===== config.mk =====
export PLATFORM = sky130hd
export DESIGN_NAME = fastcgi_record_deframer_flat
export DESIGN_NICKNAME = d
export VERILOG_FILES = /design/src/rtl/frd_pkg.sv /design/src/rtl/frd_if.sv /design/src/rtl/frd_pair_decoder.sv /design/src/rtl/fastcgi_record_deframer.sv /design/src/flat_wrapper.sv
export SDC_FILE = /design/constraint.sdc
export NUM_CORES = 1
export LEC_CHECK = 0
export BUFFER_PORTS_ARGS = -buffer_cell sky130_fd_sc_hd__buf_2
export CORE_AREA = 2 2 180 164
export DETAILED_ROUTE_END_ITERATION = 8
export DIE_AREA = 0 0 182 166
export PLACE_DENSITY = 0.86
export SLEW_MARGIN = 20
export SYNTH_ARGS = -nofsm -noshare
export SYNTH_HDL_FRONTEND = slang
export SYNTH_SLANG_ARGS = --single-unit

===== constraint.sdc =====
create_clock -name clk -period 7.6 [get_ports clk]
set_clock_uncertainty 0.2 [all_clocks]
set_input_delay 0.76 -clock clk [delete_from_list [all_inputs] [get_ports clk]]
set_output_delay 0.76 -clock clk [all_outputs]
set_load 0.03 [all_outputs]

===== src/rtl/frd_pkg.sv =====
package frd_pkg;

    localparam logic [7:0] REC_BEGIN  = 8'd1;
    localparam logic [7:0] REC_END    = 8'd3;
    localparam logic [7:0] REC_PARAMS = 8'd4;
    localparam logic [7:0] REC_STDIN  = 8'd5;
    localparam logic [7:0] REC_STDOUT = 8'd6;
    localparam logic [7:0] REC_DATA   = 8'd8;

    localparam int unsigned LEN_W = 31;

    localparam logic [1:0] PH_HEADER  = 2'd0;
    localparam logic [1:0] PH_CONTENT = 2'd1;
    localparam logic [1:0] PH_PADDING = 2'd2;

    localparam logic [1:0] PP_KEYLEN = 2'd0;
    localparam logic [1:0] PP_VALLEN = 2'd1;
    localparam logic [1:0] PP_KEY    = 2'd2;
    localparam logic [1:0] PP_VALUE  = 2'd3;

    localparam logic [3:0] KIND_HEADER  = 4'd0;
    localparam logic [3:0] KIND_BEGIN   = 4'd1;
    localparam logic [3:0] KIND_KEYLEN  = 4'd2;
    localparam logic [3:0] KIND_VALLEN  = 4'd3;
    localparam logic [3:0] KIND_KEY     = 4'd4;
    localparam logic [3:0] KIND_VALUE   = 4'd5;
    localparam logic [3:0] KIND_PAYLOAD = 4'd6;
    localparam logic [3:0] KIND_PADDING = 4'd7;
    localparam logic [3:0] KIND_SKIPPED = 4'd8;

    typedef struct packed {
        logic [3:0]       kind;
        logic             done;
        logic [LEN_W-1:0] flen;
    } pair_result_t;

    typedef struct packed {
        logic [3:0]       byte_kind;
        logic [7:0]       data_byte;
        logic [7:0]       record_type;
        logic [15:0]      record_id;
        logic [15:0]      body_len;
        logic [7:0]       pad_len;
        logic [15:0]      role;
        logic [7:0]       begin_flags;
        logic [LEN_W-1:0] field_length;
        logic             field_done;
        logic             record_last;
        logic             end_request;
    } frd_result_t;

endpackage


===== src/rtl/frd_if.sv =====
interface frd_in_if;
    logic       valid;
    logic       ready;
    logic [7:0] stream_byte;

    modport source (output valid, output stream_byte, input ready);
    modport sink   (input valid, input stream_byte, output ready);
endinterface

interface frd_out_if import frd_pkg::*; ();
    logic        valid;
    logic        ready;
    frd_result_t payload;

    modport source (output valid, output payload, input ready);
    modport sink   (input valid, input payload, output ready);
endinterface


===== src/rtl/frd_pair_decoder.sv =====
module frd_pair_decoder
    import frd_pkg::*;
(
    input  logic         clk,
    input  logic         rst_n,
    input  logic         step,
    input  logic         clear,
    input  logic [7:0]   stream_byte,
    output pair_result_t result
);

    logic [1:0]       phase_reg, phase_next;
    logic [1:0]       bytes_left_reg, bytes_left_next;
    logic [LEN_W-1:0] acc_reg, acc_next;
    logic [LEN_W-1:0] key_left_reg, key_left_next;
    logic [LEN_W-1:0] value_left_reg, value_left_next;
    logic [LEN_W-1:0] key_dec;
    logic [LEN_W-1:0] value_dec;
    logic             fin;

    assign key_dec   = key_left_reg - LEN_W'(key_left_reg != '0);
    assign value_dec = value_left_reg - LEN_W'(value_left_reg != '0);

    always_comb
    begin
        phase_next      = phase_reg;
        bytes_left_next = bytes_left_reg;
        acc_next        = acc_reg;
        key_left_next   = key_left_reg;
        value_left_next = value_left_reg;
        fin             = 1'b0;
        result.kind     = KIND_KEYLEN;
        result.done     = 1'b0;
        result.flen     = '0;
        unique case (phase_reg) inside
            PP_KEYLEN, PP_VALLEN:
            begin
                result.kind = (phase_reg == PP_KEYLEN) ? KIND_KEYLEN : KIND_VALLEN;
                if (bytes_left_reg == 2'd0)
                begin
                    if (stream_byte[7])
                    begin
                        acc_next        = LEN_W'(stream_byte[6:0]);
                        bytes_left_next = 2'd3;
                    end
                    else
                    begin
                        acc_next = LEN_W'(stream_byte);
                        fin      = 1'b1;
                    end
                end
                else
                begin
                    acc_next        = {acc_reg[LEN_W-9:0], stream_byte};
                    bytes_left_next = bytes_left_reg - 2'd1;
                    fin             = (bytes_left_reg == 2'd1);
                end
                result.flen = acc_next;
                result.done = fin;
                if (fin)
                begin
                    if (phase_reg == PP_KEYLEN)
                    begin
                        key_left_next = acc_next;
                        phase_next    = PP_VALLEN;
                    end
                    else
                    begin
                        value_left_next = acc_next;
                        if (key_left_reg != '0)
                            phase_next = PP_KEY;
                        else if (acc_next != '0)
                            phase_next = PP_VALUE;
                        else
                            phase_next = PP_KEYLEN;
                    end
                end
            end
            PP_KEY:
            begin
                result.kind   = KIND_KEY;
                key_left_next = key_dec;
                if (key_dec == '0)
                    phase_next = (value_left_reg != '0) ? PP_VALUE : PP_KEYLEN;
            end
            default:
            begin
                result.kind     = KIND_VALUE;
                value_left_next = value_dec;
                if (value_dec == '0)
                    phase_next = PP_KEYLEN;
            end
        endcase
    end

    always_ff @(posedge clk or negedge rst_n)
    begin
        if (!rst_n)
        begin
            phase_reg      <= PP_KEYLEN;
            bytes_left_reg <= 2'd0;
            acc_reg        <= '0;
            key_left_reg   <= '0;
            value_left_reg <= '0;
        end
        else if (clear)
        begin
            phase_reg      <= PP_KEYLEN;
            bytes_left_reg <= 2'd0;
            acc_reg        <= '0;
            key_left_reg   <= '0;
            value_left_reg <= '0;
        end
        else if (step)
        begin
            phase_reg      <= phase_next;
            bytes_left_reg <= bytes_left_next;
            acc_reg        <= acc_next;
            key_left_reg   <= key_left_next;
            value_left_reg <= value_left_next;
        end
    end

endmodule


===== src/rtl/fastcgi_record_deframer.sv =====
// FastCGI record deframer: takes one stream byte per beat and returns one
// classified result beat per byte, with the current record header fields, the
// latest begin-request role and flags, and decoded name-value lengths. Every
// byte is handled combinationally between the input handshake and one output
// register, so a byte can be taken every clock cycle; the input stalls only
// while the output register holds a beat the sink has not taken. Results are
// registered, valid in the cycle after the byte is accepted. An END_REQUEST
// header ends its record at once and the next byte starts a new header.
module fastcgi_record_deframer
    import frd_pkg::*;
(
    input  logic      clk,
    input  logic      rst_n,
    frd_in_if.sink    bytes,
    frd_out_if.source results
);

    logic [1:0]  phase_reg, phase_next;
    logic [2:0]  header_index_reg, header_index_next;
    logic [7:0]  type_reg, type_next;
    logic [15:0] request_reg, request_next;
    logic [15:0] content_reg, content_next;
    logic [7:0]  padding_reg, padding_next;
    logic [15:0] content_left_reg, content_left_next;
    logic [7:0]  padding_left_reg, padding_left_next;
    logic [3:0]  body_index_reg, body_index_next;
    logic [15:0] role_reg, role_next;
    logic [7:0]  flags_reg, flags_next;
    logic        out_valid_reg;
    frd_result_t out_reg;
    frd_result_t result;

    logic        accept;
    logic        pair_step;
    logic        pair_clear;
    logic [7:0]  b;
    logic [15:0] content_dec;
    logic [7:0]  padding_dec;
    pair_result_t pair;

    assign b            = bytes.stream_byte;
    assign bytes.ready  = !out_valid_reg || results.ready;
    assign accept       = bytes.valid && bytes.ready;
    assign content_dec  = content_left_reg - 16'(content_left_reg != 16'd0);
    assign padding_dec  = padding_left_reg - 8'(padding_left_reg != 8'd0);

    frd_pair_decoder u_pair (
        .clk         (clk),
        .rst_n       (rst_n),
        .step        (accept && pair_step),
        .clear       (accept && pair_clear),
        .stream_byte (b),
        .result      (pair)
    );

    always_comb
    begin
        phase_next        = phase_reg;
        header_index_next = header_index_reg;
        type_next         = type_reg;
        request_next      = request_reg;
        content_next      = content_reg;
        padding_next      = padding_reg;
        content_left_next = content_left_reg;
        padding_left_next = padding_left_reg;
        body_index_next   = body_index_reg;
        role_next         = role_reg;
        flags_next        = flags_reg;
        pair_step         = 1'b0;
        pair_clear        = 1'b0;
        result.byte_kind    = KIND_HEADER;
        result.field_length = '0;
        result.field_done   = 1'b0;
        result.record_last  = 1'b0;
        result.end_request  = 1'b0;

        unique case (phase_reg)
            PH_CONTENT:
            begin
                if (type_reg == REC_BEGIN)
                begin
                    if (body_index_reg < 4'd8)
                    begin
                        result.byte_kind = KIND_BEGIN;
                        case (body_index_reg)
                            4'd0:    role_next[15:8] = b;
                            4'd1:    role_next[7:0]  = b;
                            4'd2:    flags_next      = b;
                            default: ;
                        endcase
                        result.field_done = (body_index_reg == 4'd7);
                        body_index_next   = body_index_reg + 4'd1;
                    end
                    else
                        result.byte_kind = KIND_SKIPPED;
                end
                else if (type_reg == REC_PARAMS)
                begin
                    pair_step           = 1'b1;
                    result.byte_kind    = pair.kind;
                    result.field_done   = pair.done;
                    result.field_length = pair.flen;
                end
                else if (type_reg == REC_STDIN || type_reg == REC_STDOUT ||
                         type_reg == REC_DATA)
                    result.byte_kind = KIND_PAYLOAD;
                else
                    result.byte_kind = KIND_SKIPPED;

                content_left_next = content_dec;
                if (content_dec == 16'd0)
                begin
                    if (padding_reg != 8'd0)
                    begin
                        padding_left_next = padding_reg;
                        phase_next        = PH_PADDING;
                    end
                    else
                    begin
                        phase_next         = PH_HEADER;
                        result.record_last = 1'b1;
                    end
                end
            end
            PH_PADDING:
            begin
                result.byte_kind  = KIND_PADDING;
                padding_left_next = padding_dec;
                if (padding_dec == 8'd0)
                begin
                    phase_next         = PH_HEADER;
                    result.record_last = 1'b1;
                end
            end
            default:
            begin
                result.byte_kind = KIND_HEADER;
                case (header_index_reg)
                    3'd0:
                    begin
                        type_next    = 8'd0;
                        request_next = 16'd0;
                        content_next = 16'd0;
                        padding_next = 8'd0;
                    end
                    3'd1:    type_next          = b;
                    3'd2:    request_next[15:8] = b;
                    3'd3:    request_next[7:0]  = b;
                    3'd4:    content_next[15:8] = b;
                    3'd5:    content_next[7:0]  = b;
                    3'd6:    padding_next       = b;
                    default: ;
                endcase
                header_index_next = header_index_reg + 3'd1;
                phase_next        = PH_HEADER;
                if (header_index_reg == 3'd7)
                begin
                    result.field_done = 1'b1;
                    body_index_next   = 4'd0;
                    if (type_reg == REC_END)
                    begin
                        result.end_request = 1'b1;
                        result.record_last = 1'b1;
                        pair_clear         = 1'b1;
                    end
                    else if (content_reg != 16'd0)
                    begin
                        content_left_next = content_reg;
                        phase_next        = PH_CONTENT;
                    end
                    else if (padding_reg != 8'd0)
                    begin
                        padding_left_next = padding_reg;
                        phase_next        = PH_PADDING;
                    end
                    else
                        result.record_last = 1'b1;
                end
            end
        endcase

        result.data_byte   = b;
        result.record_type = type_next;
        result.record_id   = request_next;
        result.body_len    = content_next;
        result.pad_len     = padding_next;
        result.role        = role_next;
        result.begin_flags = flags_next;
    end

    always_ff @(posedge clk or negedge rst_n)
    begin
        if (!rst_n)
        begin
            phase_reg        <= PH_HEADER;
            header_index_reg <= 3'd0;
            type_reg         <= 8'd0;
            request_reg      <= 16'd0;
            content_reg      <= 16'd0;
            padding_reg      <= 8'd0;
            content_left_reg <= 16'd0;
            padding_left_reg <= 8'd0;
            body_index_reg   <= 4'd0;
            role_reg         <= 16'd0;
            flags_reg        <= 8'd0;
        end
        else if (accept)
        begin
            phase_reg        <= phase_next;
            header_index_reg <= header_index_next;
            type_reg         <= type_next;
            request_reg      <= request_next;
            content_reg      <= content_next;
            padding_reg      <= padding_next;
            content_left_reg <= content_left_next;
            padding_left_reg <= padding_left_next;
            body_index_reg   <= body_index_next;
            role_reg         <= role_next;
            flags_reg        <= flags_next;
        end
    end

    // hold the result beat until the sink takes it
    always_ff @(posedge clk or negedge rst_n)
    begin
        if (!rst_n)
            out_valid_reg <= 1'b0;
        else if (accept)
            out_valid_reg <= 1'b1;
        else if (results.ready)
            out_valid_reg <= 1'b0;
    end

    always_ff @(posedge clk)
    begin
        if (accept)
            out_reg <= result;
    end

    assign results.valid   = out_valid_reg;
    assign results.payload = out_reg;

    a_phase_legal: assert property (@(posedge clk) disable iff (!rst_n)
        phase_reg != 2'd3)
        else $error("record phase left its legal codes");

    a_end_request: assert property (@(posedge clk) disable iff (!rst_n)
        out_valid_reg && out_reg.end_request |->
            out_reg.record_last && out_reg.field_done &&
            out_reg.byte_kind == KIND_HEADER && out_reg.record_type == REC_END)
        else $error("end_request beat is not a completed END_REQUEST header");

    a_done_kind: assert property (@(posedge clk) disable iff (!rst_n)
        out_valid_reg && out_reg.field_done |->
            out_reg.byte_kind == KIND_HEADER || out_reg.byte_kind == KIND_BEGIN ||
            out_reg.byte_kind == KIND_KEYLEN || out_reg.byte_kind == KIND_VALLEN)
        else $error("field_done on a byte that closes no field");

    a_flen_kind: assert property (@(posedge clk) disable iff (!rst_n)
        out_valid_reg && out_reg.field_length != '0 |->
            out_reg.byte_kind == KIND_KEYLEN || out_reg.byte_kind == KIND_VALLEN)
        else $error("field_length set on a byte that is not a length byte");

    a_no_drop: assert property (@(posedge clk) disable iff (!rst_n)
        out_valid_reg && !results.ready |=> out_valid_reg && $stable(out_reg))
        else $error("stalled result beat changed or vanished");

endmodule

===== src/flat_wrapper.sv =====
// flat-port wrapper written by rule: the top's interface ports become plain ports
module fastcgi_record_deframer_flat import frd_pkg::*;
  (clk, rst_n, bytes_valid, bytes_stream_byte, bytes_ready, results_valid, results_payload, results_ready);
  frd_in_if bytes_i ();
  frd_out_if results_i ();
  input  logic clk;
  input  logic rst_n;
  input wire logic [$bits(bytes_i.valid)-1:0] bytes_valid;
  input wire logic [$bits(bytes_i.stream_byte)-1:0] bytes_stream_byte;
  output wire logic [$bits(bytes_i.ready)-1:0] bytes_ready;
  output wire logic [$bits(results_i.valid)-1:0] results_valid;
  output wire logic [$bits(results_i.payload)-1:0] results_payload;
  input wire logic [$bits(results_i.ready)-1:0] results_ready;
  assign bytes_i.valid = bytes_valid;
  assign bytes_i.stream_byte = bytes_stream_byte;
  assign bytes_ready = bytes_i.ready;
  assign results_valid = results_i.valid;
  assign results_payload = results_i.payload;
  assign results_i.ready = results_ready;
  fastcgi_record_deframer u_core (.clk(clk), .rst_n(rst_n), .bytes(bytes_i), .results(results_i));
endmodule

# Word level (Yosys, flattened, before mapping)
# Index checks and enable logic that the tools add are counted.
classes:
  magnitude_cmp: 1
  n_shift: 0
  n_div: 0
  mux: 100
  n_reduce_logical: 44
  mul: 0
  add_sub_neg: 7
  eq_ne: 34
  bitwise_logic: 6
op_table:
  columns: ["operator", "n"]
  rows:
  - ["$mux W31", 10]
  - ["$mux W16", 8]
  - ["$pmux W31 S2", 2]
  - ["$pmux W8 S2", 7]
  - ["$mux W8", 13]
  - ["$reduce_bool A31 Y1", 3]
  - ["$mux W23", 3]
  - ["$logic_not A31 Y1", 2]
  - ["$sub A31 B1 Y31", 2]
  - ["$mux W2", 20]
  - ["$mux W32", 1]
  - ["$pmux W16 S2", 1]
  - ["$reduce_bool A16 Y1", 2]
  - ["$mux W4", 7]
  - ["$eq A8 B3 Y1 const B", 3]
  - ["$mux W1", 20]
  - ["$ne A3 B3 Y1 const B", 6]
  - ["$logic_not A16 Y1", 1]
  - ["$pmux W4 S2", 2]
  - ["$reduce_bool A8 Y1", 2]
  - ["$sub A16 B1 Y16", 1]
  - ["$reduce_and A5 Y1", 3]
  - ["$eq A3 B3 Y1 const B", 4]
  - ["$reduce_and A4 Y1", 3]
  - ["38 further kinds", 66]
totals:
  reg_bits: 313
  inputBits: 12
  rom_bits: 0
  out_inout_bits: 120
  mem_bits_rw: 0
  n_memories: 0
  latch_bits: 0
  elab_cells: 221

# Logic depth before layout (Yosys ltp)
# Gate-level depths: netlist of run 1.
depth:
  depth_word: 11
  depth_mapped: 17
  ltp_nobuf: 14

# Modules after synthesis
# From an unflattened synthesis of run 1, not the netlist that was laid out.
hier_totals:
  cells_unflattened: 1634
  hier_area_um2: 16184.3
by_module_without_submodules:
  columns: ["mod", "area_each_um2", "instances", "seq_area_each_um2", "cells_each"]
  rows:
  - ["fastcgi_record_deframer", 10084.7, 1, 6195.9, 846]
  - ["frd_pair_decoder", 6099.6, 1, 2227.1, 788]

# Least setup slack after synthesis of run 1
# Ideal clock, no wire load.
synth_timing:
  path_kind: "input-to-reg"
  from: "input results_ready"
  to: "register u_core.out_reg, in the netlist u_core.results.payload[0], enable pin"
  t_arrival_ps: 5490
  t_required_ps: 6871
  setup_ps: 529
  path_slack_ps: 1381
  path_buffers: 3
  stages: 6
  cell_sequence: "nand2b_1 nand2_1 clkinv_1 clkbuf_1 buf_1 clkbuf_1"
synth_via:
  elab_chain_cells: 2
synth_rtl:
  columns: ["item", "line", "source"]
  rows:
  - ["start, declared", "flat_wrapper.sv:13", "input wire logic [$bits(results_i.ready)-1:0] results_ready;"]
  - ["$logic_or A1 B1 Y1", "fastcgi_record_deframer.sv:42", "assign bytes.ready = !out_valid_reg || results.ready;"]
  - ["$logic_and A1 B1 Y1", "fastcgi_record_deframer.sv:43", "assign accept = bytes.valid && bytes.ready;"]
  - ["via u_core.accept", "fastcgi_record_deframer.sv:33", "logic accept;"]
  - ["end signal, assigned", "fastcgi_record_deframer.sv:237", "out_reg <= result;"]
  - ["end, declared", "fastcgi_record_deframer.sv:30", "frd_result_t out_reg;"]
# The timed path passes the listed nets, and every way through them passes these cells.
# A chain may end at the register's enable or synchronous reset.

# Final worst setup path of run 1
layout_timing:
  from: "register u_core.u_pair.key_left_reg[11]"
  to: "register u_core.u_pair.phase_reg[1]"
layout_via:
  elab_chain_cells: 7
  word_cells_on_any_way: 11
  classes_between: "add/sub: 1; eq/ne: 1; mux: 6; reduce/logical: 3"
layout_rtl:
  columns: ["item", "line", "source"]
  rows:
  - ["start, declared", "frd_pair_decoder.sv:15", "logic [LEN_W-1:0] key_left_reg, key_left_next;"]
  - ["start signal, assigned", "frd_pair_decoder.sv:119", "key_left_reg <= key_left_next;"]
  - ["parallel branches: the longest is 7 deep, another holds $sub A31 B1 Y31", null, null]
  - ["end signal, assigned", "frd_pair_decoder.sv:116", "phase_reg <= phase_next;"]
  - ["end, declared", "frd_pair_decoder.sv:12", "logic [1:0] phase_reg, phase_next;"]
# Parallel ways; which one is timed is not known. The select of a mux whose other input is x is not followed.

==> results of run 1 <==
[stage by stage]
stage | total power [uW] | instance area (sq um) | instances | hold slack (ns)
2_1_floorplan | 3750 | 16190 | 1672 | 0.2466
5_1_grt | 6156 | 18040 | 2126 | 0.1387
3_5_place_dp | 4247 | 16950 | 2068 | 0.2677
6_report | 5862 | 18040 | 2126 | 0.04561
4_1_cts | 5856 | 18010 | 2125 | 0.1500
3_3_place_gp | 4172 | 16950 | 2068 | 0.2580
[cell families (layout without fill, tap and decap cells)]
| group | after synthesis | in the layout | share of synthesized area, % |
|---|---|---|---|
| flops | 313 | 313 | 52.03 |
| compound gates | 385 | 385 | 14.88 |
| mux | 79 | 79 | 5.395 |
| simple gates | 686 | 686 | 20.46 |
| buf+inv | 155 | 243 | 3.780 |
| xor+xnor | 31 | 31 | 1.677 |
| fa+ha+maj | 23 | 23 | 1.778 |
[routing by layer]
metal | track usage, % | routed length, um
met5 | 0 | 0
met4 | 11.71 | 1933
met3 | 4.452 | 2919
met2 | 47.20 | 21000
met1 | 40.31 | 18490
[worst max-delay path by stage]
| stage | from | endpoint | slack (ns) | cells after the start |
|---|---|---|---|---|
| 6_report | u_core.u_pair.key_left_reg[11]$_DFFE_PN0P_ | u_core.u_pair.phase_reg[1]$_DFFE_PN0P_ | 3.01 | 14 |
| 5_1_grt | u_core.u_pair.key_left_reg[11]$_DFFE_PN0P_ | u_core.u_pair.phase_reg[1]$_DFFE_PN0P_ | 2.48 | 14 |
| 4_1_cts | u_core.u_pair.key_left_reg[11]$_DFFE_PN0P_ | u_core.u_pair.phase_reg[1]$_DFFE_PN0P_ | 3.01 | 14 |
| 3_5_place_dp | u_core.u_pair.key_left_reg[11]$_DFFE_PN0P_ | u_core.u_pair.phase_reg[1]$_DFFE_PN0P_ | 3.06 | 14 |
| 3_3_place_gp | u_core.u_pair.key_left_reg[11]$_DFFE_PN0P_ | u_core.u_pair.phase_reg[1]$_DFFE_PN0P_ | 3.17 | 14 |
| 2_1_floorplan | results_ready | u_core.results.payload[0]$_SDFFCE_PP0P_ | 1.38 | 6 |
[report_power, final]
part | leakage [uW] | total (uW) | internal, uW | switching (uW)
combinational | 0.00344 | 1800 | 644 | 1160
sequential | 0.00378 | 2470 | 2170 | 301
clock | 0.000516 | 1590 | 916 | 675
total | 0.00773 | 5860 | 3730 | 2130
[synthesized netlist by cell type, drive strengths merged, types with 3 or more instances]
master	n	area (sq um)
nor4	43	315.3
nand3	55	275.3
nor3b	5	42.54
o211ai	9	67.56
a2bb2oi	6	52.55
edfxtp	118	3543
o41ai	3	26.28
nor3	57	295.3
a221oi	9	97.59
and2	12	75.07
a22o	43	376.6
xnor2	16	140.1
a21o	7	52.55
a22oi	4	30.03
o21a	3	22.52
nand3b	3	22.52
or3	18	112.6
nand4	18	112.6
o21ai	129	645.6
or4	11	90.08
mux2	66	743.2
mux2i	13	130.1
nor2b	13	81.33
buf	20	105.1
or3b	4	35.03
a21boi	3	22.52
or2	6	37.54
ha	23	287.8
nor2	165	621.9
nand2b	12	75.07
nor4b	6	58.80
and3	14	87.58
a31oi	14	87.58
a21oi	104	520.5
inv	42	157.7
nand4b	7	61.31
nand2	233	874.6
o22ai	25	156.4
a211oi	3	35.03
o31ai	7	66.31
dfrtp	195	4880
clkbuf	91	341.6
xor2	15	131.4
[final cells by class]
cell class                      instances  area, sq um  share of cell area [%]
Sequential cell                       313         8423                   46.69
Multi-Input combinational cell       1204         7166                   39.72
Clock buffer                           36        825.8                   4.577
Timing Repair Buffer                  142        768.2                   4.258
Tap cell                              366        457.9                   2.538
Clock inverter                         21        227.7                   1.262
Inverter                               44        172.7                  0.9571
[worst reg2reg max path, stage by stage (launching register included)]
cell      delay, ns
dfrtp_1        0.49
nor3_1         0.17
and2_1         0.23
nand4_1        0.15
nand4b_1       0.16
ha_1           0.22
ha_1           0.29
or3b_2         0.55
nor3_1         0.62
nand2_1        0.19
xnor2_1        0.17
or4_1          0.58
o31ai_4        0.25
a21oi_1        0.10
a31oi_1        0.15
==> summary.md, run 1 <==
| Metric | Value |
|---|---|
| WS Path Type | `reg -> reg` |
| Endpoint required time on the critical path | `7.91 ns` |
| LEAKAGE | `0.007734 uW` |
| Routability cong. | `0.9646` |
| Total CTS buffers | `31` |
| Resized Gates After CTS | `0` |
| Final setup fails | `0` |
| Max reg flops | `118` |
| Number of synthesized flops with an enable pin | `118` |
| Die width | `182 um` |
| Count of state elements after synthesis | `313` |
| Pre-Repair DR Iteration Count | `6` |
| Dpl hpwl | `28.99 mm` |
| Wire length of the first global-routing pass | `71.18 mm` |
| Core box area | `28490 sq um` |
| Drt wl/cell | `20.86 um` |
| Clock buffer depth | `3` |
| Commonest non-fill, non-tap cell in the layout | `nand2_1` |
| Synth Flop Type | `dfrtp_1` |
| Max-Cap Viols | `0` |
| Fmax | `0.2178 GHz` |
| Mapped cell area | `16190 sq um` |
| Synth Warn # | `0` |
| Worst stage delay on the critical path | `0.62 ns` |
| Clk pin slew, worst setup/hold paths | `0.07 ns` |
| Final hold violations | `0` |
| # rows | `59` |
| Syn Nets | `1707` |
| Hold-fix buffers at CTS | `0` |
| Maximum vdd ir drop | `0.2300 mV` |
| DIE HEIGHT | `166 um` |
| Largest net degree at the start of global routing | `123` |
| Ant. Diodes | `0` |
| Htree depth | `1` |
| Skew-Pair Late Insertion Delay | `0.58 ns` |
| Crit end category | `register` |
| Reg-to-reg critical path endpoint | `u_core.u_pair.phase_reg[1]$_DFFE_PN0P_` |
| Initial Utilization | `56.81%` |
| R2r setup slk | `3.01 ns` |
| Most frequent cells in the layout | `nand2_1, dfrtp_1, nor2_1` |
| Worst Slack Setup Final | `3.009 ns` |
| Vias in the first global route | `12870` |
| Nets | `1771` |
| All-Layer GR Usage | `29.34%` |
| Total grt overflow | `0` |
| Antenna Nets Post-Route | `0` |
| Crit share post-route | `60.41%` |
| Drt drc | `0` |
| Worst-margin pin slew | `1.075 ns` |
| Worst Hold Class | `in -> async` |
| Post-layout util | `63.31%` |
| Antenna violations before repair | `0` |
| Fill count | `2269` |
| CTS tree | `built` |
| Clock Tree Root | `clkbuf_16` |
| Crit-path cells | `nor3_1 -> and2_1 -> nand4_1 -> nand4b_1 -> ha_1 -> ha_1 -> or3b_2 -> nor3_1 -> nand2_1 -> xnor2_1 -> or4_1 -> o31ai_4 -> a21oi_1 -> a31oi_1` |
| PortBufs | `131` |
| Register area share after synthesis | `52.03%` |
| Final Max Slew Viols | `0` |
| WL final | `44.35 mm` |
| Routed vias | `13440` |
| Launch point of the worst reg-to-reg path | `u_core.u_pair.key_left_reg[11]$_DFFE_PN0P_` |
| 1st-iter DRT viols | `1399` |
| Fraction of registers with async set/reset | `62.30%` |
| Worst Path Arrival | `4.90 ns` |
| CP max-delay cell | `nor3_1` |
| Bufs and invs on worst path | `0` |
| Syn_area_per_cell | `9.682 sq um` |
| Critical Path Source Type | `register` |
| Avg Vias per Cell | `6.321` |
| CP max FO | `9` |
| Layout cells sized above 1 | `16.53%` |
| I/O pin total | `132` |
| Setup TNS | `0 ns` |
| Post-place setup slack | `3.058 ns` |
| Die footprint | `30210 sq um` |
| Pwr Density | `324.9 nW/um^2` |
| RSZ-0062 raised after global routing | `no` |
| Gate count of the mapped netlist | `1672` |
| Area delta synth->final | `11.45%` |
| Synth cell types | `72` |
| Slew HR | `28.36%` |
| Tmin final | `4.591 ns` |
| CP top delay family | `simple AND/OR/NAND/NOR gates` |
| R2R depth | `14` |
| Clock Sinks | `313` |
| Post CTS Setup Buffer Count | `0` |
| Status | `complete, no violations` |
Power figures use the tool's default switching activity.
==> run 2, diff against run 1 <==
clock period = 4.6 ns   (was 7.6 ns; I/O delays follow)
==> run 2 against run 1 <==
- sequential share of layout area shrank 0.76 points
- global-route usage rose by 0.21 points
- core utilization rose by 1.1 points
- register-to-register slack worse by 2.8 ns
==> summary.md, run 2 (synthesized netlist as in run 1, its figures left out) <==
| Metric | Value |
|---|---|
| WL final | `44.87 mm (was 44.35 mm)` |
| Max reg flops | `118 (unchanged)` |
| Register Area | `8423 sq um (unchanged)` |
| Worst Hold Path Cells | `3` |
| Endpoint required time on the critical path | `4.85 ns (was 7.91 ns)` |
| Vias in the first global route | `13070 (was 12870)` |
| Skew-Pair Late Insertion Delay | `0.54 ns (was 0.58 ns)` |
| Pre-Repair DR Iteration Count | `7 (was 6)` |
| Drt drc | `0 (unchanged)` |
| Final setup fails | `0 (unchanged)` |
| Final hold violations | `0 (unchanged)` |
| Max-Cap Viols | `0 (unchanged)` |
| Slew HR | `29.01% (was 28.36%)` |
| Layout cells sized above 1 | `17.69% (was 16.53%)` |
| # rows | `59 (unchanged)` |
| 1st-iter DRT viols | `1591 (was 1399)` |
| Fmax | `0.2296 GHz (was 0.2178 GHz)` |
| Min-delay src | `results_ready` |
| Final Max Slew Viols | `0 (unchanged)` |
| Nets | `1801 (was 1771)` |
| RSZ-0062 raised after global routing | `no (unchanged)` |
| Total grt overflow | `0 (unchanged)` |
| Commonest non-fill, non-tap cell in the layout | `nand2_1 (unchanged)` |
| Pwr Density | `538.6 nW/um^2 (was 324.9 nW/um^2)` |
| Hold Slack | `0.06199 ns (was 0.04561 ns)` |
| Worst Hold Class | `in -> reg (was in -> async)` |
| Tmin final | `4.356 ns (was 4.591 ns)` |
| WS Path Type | `reg -> reg (unchanged)` |
| Launch point of the worst reg-to-reg path | `u_core.u_pair.key_left_reg[5]$_DFFE_PN0P_ (was u_core.u_pair.key_left_reg[11]$_DFFE_PN0P_)` |
| Worst-margin pin slew | `1.062 ns (was 1.075 ns)` |
| Avg Vias per Cell | `6.327 (was 6.321)` |
| DIE HEIGHT | `166 um (unchanged)` |
| Critical Path Source Type | `register (unchanged)` |
| Worst Hold End | `u_core.results.valid$_DFFE_PN0P_` |
| Clock Sinks | `313 (unchanged)` |
| I/O pin total | `132 (unchanged)` |
| Largest net degree at the start of global routing | `114 (was 123)` |
| Area of the multi-input gates | `7184 sq um (was 7166 sq um)` |
| Worst Path Arrival | `4.60 ns (was 4.90 ns)` |
| Routed vias | `13650 (was 13440)` |
| Die footprint | `30210 sq um (unchanged)` |
| Clk pin slew, worst setup/hold paths | `0.06 ns (was 0.07 ns)` |
| Wire length of the first global-routing pass | `71.35 mm (was 71.18 mm)` |
| Internal | `6291 uW (was 3728 uW)` |
| Antenna Nets Post-Route | `0 (unchanged)` |
| Antenna violations before repair | `0 (unchanged)` |
| Area delta synth->final | `13.30% (was 11.45%)` |
| CTS tree | `built (unchanged)` |
| Ant. Diodes | `0 (unchanged)` |
| Clock buffer depth | `3 (unchanged)` |
| Clock Tree Root | `clkbuf_16 (unchanged)` |
| Fill count | `2166 (was 2269)` |
| CP max FO | `7 (was 9)` |
| Setup TNS | `0 ns (unchanged)` |
| Dpl hpwl | `29.40 mm (was 28.99 mm)` |
| LEAKAGE | `0.007890 uW (was 0.007734 uW)` |
| Drt wl/cell | `20.79 um (was 20.86 um)` |
| Crit end category | `register (unchanged)` |
| Status | `complete, no violations (unchanged)` |
| Final total power | `9879 uW (was 5862 uW)` |
| Total CTS buffers | `34 (was 31)` |
| Core box area | `28490 sq um (unchanged)` |
| All-Layer GR Usage | `29.55% (was 29.34%)` |
| Reg-to-reg critical path endpoint | `u_core.u_pair.phase_reg[1]$_DFFE_PN0P_ (unchanged)` |
| Combinational share of power | `31.3% (was 30.7%)` |
| Psw | `3588 uW (was 2134 uW)` |
| Switch share | `36.32% (was 36.41%)` |
| Routability cong. | `0.9570 (was 0.9646)` |
| R2r setup slk | `0.24 ns (was 3.01 ns)` |
| Clock Power Share | `27.8% (was 27.2%)` |
| Die width | `182 um (unchanged)` |
| Crit share post-route | `94.69% (was 60.41%)` |
| R2R depth | `14 (unchanged)` |
| Maximum vdd ir drop | `0.3504 mV (was 0.2300 mV)` |
| Htree depth | `2 (was 1)` |
| Initial Utilization | `56.81% (unchanged)` |
| Most frequent cells in the layout | `nand2_1, dfrtp_1, nor2_1 (unchanged)` |
| PortBufs | `131 (unchanged)` |
| Flop pwr share | `40.9% (was 42.1%)` |
==> run 2: layer usage <==
layer | share of wire [%] | up-vias | track usage, %
met5 | 0 | - | 0
met4 | 4.2 | 0 | 13.18
met3 | 7.5 | 122 | 5.088
met2 | 47 | 679 | 46.93
met1 | 42 | 6592 | 40.14
li1 | - | 6260 | -
==> run 2: what timing repair did <==
item	4_1_cts	5_1_grt
gates resized for setup	0	5
setup buffers	0	0
hold endpoints to repair	83	0
endpoints found under the setup margin	0	11
hold buffers	2	0
==> run 2: worst max-delay path by stage <==
stage                                                          start                                endpoint  slack (ns)  cells past startpoint
after floorplan           u_core.u_pair.key_left_reg[11]$_DFFE_PN0P_  u_core.u_pair.phase_reg[1]$_DFFE_PN0P_        0.43                     17
after global placement     u_core.u_pair.key_left_reg[5]$_DFFE_PN0P_  u_core.u_pair.phase_reg[1]$_DFFE_PN0P_        0.30                     14
after detailed placement   u_core.u_pair.key_left_reg[5]$_DFFE_PN0P_  u_core.u_pair.phase_reg[1]$_DFFE_PN0P_        0.23                     14
after CTS                  u_core.u_pair.key_left_reg[5]$_DFFE_PN0P_  u_core.u_pair.phase_reg[1]$_DFFE_PN0P_        0.20                     14
after global routing          u_core.content_left_reg[7]$_DFFE_PN0P_  u_core.padding_left_reg[7]$_DFFE_PN0P_        0.04                     13
final                      u_core.u_pair.key_left_reg[5]$_DFFE_PN0P_  u_core.u_pair.phase_reg[1]$_DFFE_PN0P_        0.24                     14
==> run 2: power by group through the flow <==
stage | Sequential (uW) | Combinational, uW | Clock, uW
2_1_floorplan | 4260 | 1930 | 0
3_3_place_gp | 4030 | 2900 | 0
3_5_place_dp | 4060 | 3000 | 0
4_1_cts | 4020 | 3040 | 2780
5_1_grt | 4100 | 3360 | 2910
6_report | 4040 | 3090 | 2750
==> run 2: through the flow <==
step	instances	setup WS [ns]	util, %	area, sq um
2_1_floorplan	1672	0.4293	-	16190
3_3_place_gp	2094	0.3002	60.23	17160
3_5_place_dp	2094	0.2311	60.23	17160
4_1_cts	2158	0.1973	64.27	18310
5_1_grt	2158	0.03720	64.37	18340
6_report	2158	0.2445	64.37	18340
==> run 2: area by class of cell <==
| cell class | instances | area share, % |
|---|---|---|
| Clock inverter | 12 | 0.8800 |
| Inverter | 44 | 0.9414 |
| Multi-Input combinational cell | 1204 | 39.17 |
| Clock buffer | 50 | 5.294 |
| Tap cell | 366 | 2.497 |
| Sequential cell | 313 | 45.92 |
| Timing Repair Buffer | 169 | 5.294 |
==> run 2: critical path, stage by stage (launching register included) <==
cell      delay [ns]
dfrtp_1         0.45
or4_4           0.59
nor4_4          0.30
nand4_1         0.18
nand4b_1        0.27
ha_1            0.26
ha_2            0.22
or3b_4          0.28
nor3_1          0.06
xnor2_1         0.23
nand3_1         0.13
or4_1           0.54
o31ai_4         0.27
a21oi_1         0.12
a31oi_1         0.16
